`config.mk`:
```
export PLATFORM = sky130hd
export DESIGN_NAME = xoroshiro128plus_bounded_generator_core
export DESIGN_NICKNAME = d
export VERILOG_FILES = /design/src/hw/rtl/xbg_pkg.sv /design/src/hw/rtl/xoroshiro128plus_bounded_generator_core.sv
export SDC_FILE = /design/constraint.sdc
export NUM_CORES = 2
export LEC_CHECK = 0
export ABC_AREA = 1
export BUFFER_PORTS_ARGS = -buffer_cell sky130_fd_sc_hd__buf_4
export CORE_UTILIZATION = 44
export CTS_CLUSTER_DIAMETER = 60
export CTS_CLUSTER_SIZE = 10
export DETAILED_ROUTE_END_ITERATION = 16
export PLACE_DENSITY = 0.58
export SLEW_MARGIN = 10
export SYNTH_ARGS = -nofsm -noshare
export SYNTH_HDL_FRONTEND = slang
export SYNTH_SLANG_ARGS = --single-unit
export TNS_END_PERCENT = 20
```
`constraint.sdc`:
```
create_clock -name clk -period 11.9 [get_ports clk]
set_input_delay 0.595 -clock clk [delete_from_list [all_inputs] [get_ports clk]]
set_output_delay 0.595 -clock clk [all_outputs]
set_load 0.005 [all_outputs]
```
`src/hw/rtl/xbg_pkg.sv`:
```
// Shared constants, state encoding and helpers for the xoroshiro128+ generator core.
package xbg_pkg;

	localparam logic [63:0] SM_GAMMA = 64'h9e37_79b9_7f4a_7c15;
	localparam logic [63:0] SM_MUL_A = 64'hbf58_476d_1ce4_e5b9;
	localparam logic [63:0] SM_MUL_B = 64'h94d0_49bb_1331_11eb;

	localparam logic [1:0] REQ_SEED  = 2'd0;
	localparam logic [1:0] REQ_RAW   = 2'd1;
	localparam logic [1:0] REQ_BOUND = 2'd2;

	localparam logic [1:0] PH_LAST = 2'd2;
	localparam logic [4:0] DIV_LAST = 5'd31;

	typedef enum logic [8:0] {
		S_BOOT = 9'b000000001,
		S_IDLE = 9'b000000010,
		S_MIXA = 9'b000000100,
		S_MIXB = 9'b000001000,
		S_ADV  = 9'b000010000,
		S_MUL  = 9'b000100000,
		S_CHK  = 9'b001000000,
		S_DIV  = 9'b010000000,
		S_OUT  = 9'b100000000
	} state_t;

	function automatic logic [63:0] mix_pre(input logic [63:0] x);
		return x ^ (x >> 30);
	endfunction

endpackage

```
`src/hw/rtl/xoroshiro128plus_bounded_generator_core.sv`:
```
// xoroshiro128+ generator with splitmix64 seeding and bounded 32-bit draws.
// One word in, one word out. After reset the core seeds itself with zero
// (in_stall high). A seed computes two splitmix64 outputs, each two 64-bit
// multiplies built from three passes through one shared 32x32 multiplier.
// A bounded draw computes the rejection threshold by division (32-step
// restoring divider) when the first product's low half falls below the
// span, and draws a new candidate for each rejected one. One request in
// flight at a time; the core stalls its input until the result word is taken.
module xoroshiro128plus_bounded_generator_core (
	input  logic        clk,
	input  logic        arst_n,
	input  logic        in_valid,
	output logic        in_stall,
	input  logic [1:0]  req_type,
	input  logic [63:0] seed_value,
	input  logic [31:0] low_bound,
	input  logic [31:0] high_bound,
	output logic        out_valid,
	input  logic        out_stall,
	output logic [63:0] rand_value
);
	import xbg_pkg::*;

	state_t      state_q;
	logic [1:0]  phase_q;
	logic        word_sel_q;
	logic        boot_q;
	logic [1:0]  req_q;
	logic [63:0] w0_q;
	logic [63:0] w1_q;
	logic [63:0] sm_acc_q;
	logic [63:0] z_q;
	logic [63:0] prod_q;
	logic [31:0] span_q;
	logic [31:0] lo_q;
	logic [31:0] cand_q;
	logic [31:0] limit_q;
	logic        limit_ok_q;
	logic [31:0] rem_q;
	logic [31:0] dvd_q;
	logic [4:0]  div_cnt_q;
	logic [63:0] result_q;

	logic [63:0] mul_k;
	logic [31:0] mul_a;
	logic [31:0] mul_b;
	logic [63:0] mul_p;
	logic [63:0] mix_sum;
	logic [63:0] adv_sum;
	logic [63:0] adv_b;
	logic [63:0] acc_next;
	logic [32:0] div_r;
	logic [63:0] mix_out;

	assign mul_k = (state_q == S_MIXB) ? SM_MUL_B : SM_MUL_A;

	always_comb begin
		mul_a = z_q[31:0];
		mul_b = mul_k[31:0];
		if (state_q == S_MUL) begin
			mul_a = cand_q;
			mul_b = span_q;
		end else if (phase_q == 2'd1) begin
			mul_b = mul_k[63:32];
		end else if (phase_q == PH_LAST) begin
			mul_a = z_q[63:32];
		end
	end

	assign mul_p    = 64'(mul_a) * 64'(mul_b);
	assign mix_sum  = prod_q + {mul_p[31:0], 32'h0};
	assign mix_out  = mix_sum ^ (mix_sum >> 31);
	assign adv_sum  = w0_q + w1_q;
	assign adv_b    = w0_q ^ w1_q;
	assign acc_next = sm_acc_q + SM_GAMMA;
	assign div_r    = {rem_q, dvd_q[31]};

	assign in_stall   = (state_q != S_IDLE);
	assign out_valid  = (state_q == S_OUT);
	assign rand_value = result_q;

	always_ff @(posedge clk or negedge arst_n) begin
		if (!arst_n) begin
			state_q    <= S_BOOT;
			phase_q    <= '0;
			word_sel_q <= 1'b0;
			boot_q     <= 1'b1;
			limit_ok_q <= 1'b0;
			div_cnt_q  <= '0;
		end else begin
			unique case (state_q)
				S_BOOT: begin
					sm_acc_q   <= SM_GAMMA;
					z_q        <= mix_pre(SM_GAMMA);
					word_sel_q <= 1'b0;
					phase_q    <= '0;
					state_q    <= S_MIXA;
				end
				S_IDLE: begin
					if (in_valid) begin
						req_q      <= req_type;
						lo_q       <= low_bound;
						span_q     <= high_bound - low_bound + 32'd1;
						limit_ok_q <= 1'b0;
						result_q   <= '0;
						phase_q    <= '0;
						word_sel_q <= 1'b0;
						sm_acc_q   <= seed_value + SM_GAMMA;
						z_q        <= mix_pre(seed_value + SM_GAMMA);
						unique case (req_type)
							REQ_SEED:  state_q <= S_MIXA;
							REQ_RAW:   state_q <= S_ADV;
							REQ_BOUND: state_q <= S_ADV;
							default:   state_q <= S_OUT;
						endcase
					end
				end
				S_MIXA, S_MIXB: begin
					if (phase_q == 2'd0) begin
						prod_q  <= mul_p;
						phase_q <= 2'd1;
					end else if (phase_q == 2'd1) begin
						prod_q  <= mix_sum;
						phase_q <= PH_LAST;
					end else begin
						phase_q <= '0;
						if (state_q == S_MIXA) begin
							z_q     <= mix_sum ^ (mix_sum >> 27);
							state_q <= S_MIXB;
						end else if (!word_sel_q) begin
							w0_q       <= mix_out;
							sm_acc_q   <= acc_next;
							z_q        <= mix_pre(acc_next);
							word_sel_q <= 1'b1;
							state_q    <= S_MIXA;
						end else begin
							w1_q   <= mix_out;
							boot_q <= 1'b0;
							state_q <= boot_q ? S_IDLE : S_OUT;
						end
					end
				end
				S_ADV: begin
					w0_q <= {w0_q[8:0], w0_q[63:9]} ^ adv_b ^ (adv_b << 14);
					w1_q <= {adv_b[27:0], adv_b[63:28]};
					if (req_q == REQ_RAW) begin
						result_q <= adv_sum;
						state_q  <= S_OUT;
					end else if (span_q == 32'd0) begin
						result_q <= {32'h0, lo_q + adv_sum[31:0]};
						state_q  <= S_OUT;
					end else begin
						cand_q  <= adv_sum[31:0];
						state_q <= S_MUL;
					end
				end
				S_MUL: begin
					prod_q  <= mul_p;
					state_q <= S_CHK;
				end
				S_CHK: begin
					if (!limit_ok_q && (prod_q[31:0] < span_q)) begin
						rem_q     <= '0;
						dvd_q     <= 32'd0 - span_q;
						div_cnt_q <= '0;
						state_q   <= S_DIV;
					end else if (limit_ok_q && (prod_q[31:0] < limit_q)) begin
						state_q <= S_ADV;
					end else begin
						result_q <= {32'h0, lo_q + prod_q[63:32]};
						state_q  <= S_OUT;
					end
				end
				S_DIV: begin
					dvd_q <= dvd_q << 1;
					if (div_r >= {1'b0, span_q}) begin
						rem_q <= 32'(div_r - {1'b0, span_q});
					end else begin
						rem_q <= div_r[31:0];
					end
					div_cnt_q <= div_cnt_q + 5'd1;
					if (div_cnt_q == DIV_LAST) begin
						limit_ok_q <= 1'b1;
						limit_q    <= (div_r >= {1'b0, span_q}) ?
							32'(div_r - {1'b0, span_q}) : div_r[31:0];
						state_q    <= S_CHK;
					end
				end
				S_OUT: begin
					if (!out_stall) begin
						state_q <= S_IDLE;
					end
				end
				default: state_q <= S_IDLE;
			endcase
		end
	end

endmodule
```
==> impl_metrics.ini <==
[outcome]
outcome = complete, no violations

[global_route]
grt_max_degree = 78
antenna_found_initial = 30
busiest_layer = met2
met2_usage_pct = 65.7
grt_pass1_vias = 81000
gr-usage-met3_pct = 10.4
grtUsageTotal_pct = 43.2
grt-ovfl-total = 0
use_met1_pct = 54.2
grt_pass1_wl_um = 590000

[synth]
netlist.area_leader.share_pct = 21.3
ys_async_sr_fraction_pct = 3.18
synth_most_common_cell = nand2_1
synthCells = 11300
syn_nets = 12900
synth_area_per_cell_um2 = 7.50
yosys_warnings = 0
synth_area_mm2 = 0.0846
synth-main-ff-cell = edfxtp_1
yosys-top-cells-count = nand2_1 (2648), inv_1 (2001), nor2_1 (1327)
ys_types = 69
synth-edff-count = 578
synth_area_leaders = fa_1 (21%), edfxtp_1 (21%), nand2_1 (12%)
yosysTopAreaCell = fa_1
ys_seq_area_share_pct = 21.1
synth-seq-cells = 597

[layout]
fin_util_pct = 48.2
fin_cells = 14000
fillers = 19300
drive_above_1_share_pct = 6.20
finalNetCount = 13100
syn_to_final_growth_pct = 8.63

[timing]
finClkSkew_ps = 56.8
slew_headroom_pct = 13.3
rsz0062_at_grt = false
fin_crit_sh_pct = 98.8
fmax_mhz = 85.1
fin_crit_ps = 11750
hold_viol_final = 0
slew_violations = 0
tns_ps = 0
worst_pin_slew_ps = 1300
setup_violations = 0

[worst_setup_path]
rrSetupSlack_ps = 150
critPathLaunchType = flop
slowest_delay_ps = 820
required_ps = 12340
path_class = flop to flop
crit_slowest_cell = nor2_1
crit_arrival_ps = 12190
end_kind = flop
crit_path_max_fanout = 13

[cts]
clock_latency_ps = 730
cts_max_path_buffers = 3
clockRootBuffer = clkbuf_16
cts_tree = done
cts_max_level = 3
cts-buffers-inserted = 83
clk_pin_slew_ps = 60
cts_sinks = 597

[die]
dieArea_mm2 = 0.194
dieHeight_um = 440
num_rows = 160
fp.coreArea_mm2 = 0.191
io_pins = 200
floorplan.initialDensity_pct = 44.4
dieWidth_um = 440

[place]
place_congestion = 1.12
io_buffers = 199
dpl.hpwl_um = 357000
post-place-cells = 13900

[drt]
drt-wirelength-per-cell_um = 30.2
wl_um = 422000
firstDrtPassIters = 6
avgViaCountPerCell = 5.90
drtIter0Drc = 9874
route.vias.total = 82600
drtAntennaViolNets = 0
drc = 0

[job]
maxCapViolations = 0

[min_path]
hold_class = primary input to flop
## final cells by class
class                      count  area, um^2  area share [%]
multi-input combinational   8300       57600            62.7
sequential                   597       17800            19.4
clock inverter                32         387           0.421
tap                         2511        3140            3.42
timing repair buffer         392        2960            3.22
inverter                    2056        7720            8.40
clock buffer                 106        2230            2.42
antenna                       11        27.5          0.0300
## worst max-delay path: cells and delay by family, from the launching register on
kind            cells  cell delay (ps)
flops               1              370
buf+inv             7             2010
fa+ha+maj          10             4030
simple gates        9             2320
xor+xnor            1              420
compound gates      9             2310
## metal layers
| layer | up-vias | wire, um |
|---|---|---|
| li1 | 35900 | - |
| met5 | - | 353 |
| met1 | 40500 | 160000 |
| met4 | 28 | 34800 |
| met3 | 1191 | 45300 |
| met2 | 4961 | 182000 |
## worst paths after layout
kind                                     from    endpoint  depth (start not counted)
worst max-delay path               state_q[8]    w0_q[24]                         36
worst min-delay path            low_bound[29]    lo_q[29]                          1
worst max register to register     state_q[8]    w0_q[24]                         36
worst min register to register         boot_q      boot_q                          2
max in group asynchronous              arst_n      boot_q                          2
min in group asynchronous              arst_n  limit_ok_q                          2
## cell families (layout without fill, tap and decap cells)
group,Yosys count,count (layout),share of synthesized area (%)
other,1,12,0.00443
muxes,9,9,0.118
xor gates and xnor gates,351,351,3.63
AOI/OAI and AO/OA,1421,1421,9.52
DFF,597,597,21.1
buffers and inverters,2385,2586,11.1
adders and majority gates,1491,1491,30.1
and+or+nand+nor,5027,5027,24.5
## through the flow
| step | worst slack, ps | hold WS, ps | cell area (um^2) |
|---|---|---|---|
| global placement | 120 | 465 | 89200 |
| finish | 147 | 57.0 | 91900 |
| CTS | 217 | 14.3 | 91800 |
| global route | 26.0 | 44.1 | 91900 |
| floorplan | 2700 | 299 | 84600 |
| detailed placement | 248 | 466 | 89200 |
## cell usage in the layout, fill, tap and decap left out, drive strengths merged, types with 4 or more instances in the layout
| cell | instances |
|---|---|
| nor2 | 1346 |
| nand4 | 96 |
| o21a | 18 |
| o21bai | 55 |
| and2 | 10 |
| xor2 | 227 |
| fa | 902 |
| buf | 391 |
| edfxtp | 578 |
| clkbuf | 106 |
| nor4 | 21 |
| o21ai | 564 |
| clkinv | 26 |
| diode | 11 |
| a21boi | 23 |
| o22ai | 15 |
| xnor2 | 124 |
| nand3 | 670 |
| inv | 2055 |
| a211oi | 6 |
| o211ai | 56 |
| dfrtp | 17 |
| or2 | 38 |
| ha | 589 |
| a31oi | 41 |
| o2111ai | 10 |
| nand3b | 67 |
| clkinvlp | 4 |
| o31ai | 4 |
| nand2 | 2662 |
| a21oi | 559 |
| nor3 | 105 |
| and3 | 7 |
| o221ai | 11 |
| mux2 | 8 |
| a21o | 46 |
## registers in the layout (all words and copies together), names as in the netlist
| name | cells |
|---|---|
| rand_value | 64 |
| z_q | 64 |
| state_q | 9 |
| rem_q | 32 |
| boot_q | 1 |
| phase_q | 2 |
| w1_q | 64 |
| limit_q | 32 |
| dvd_q | 32 |
| w0_q | 64 |
| lo_q | 32 |
| sm_acc_q | 64 |
| prod_q | 64 |
| div_cnt_q | 5 |
| word_sel_q | 1 |
| cand_q | 32 |
| span_q | 32 |
| limit_ok_q | 1 |
| req_q | 2 |
## repair_timing
item                                   in CTS  in global routing
setup buffers                               0                  0
endpoints found under the hold margin      17                  0
resized for setup                           0                  6
setup endpoints to repair                   0                 22
hold buffers                                1                  0
Power is not shown: default switching activity piles up to over one toggle a cycle in this logic, so the estimate is an artifact.
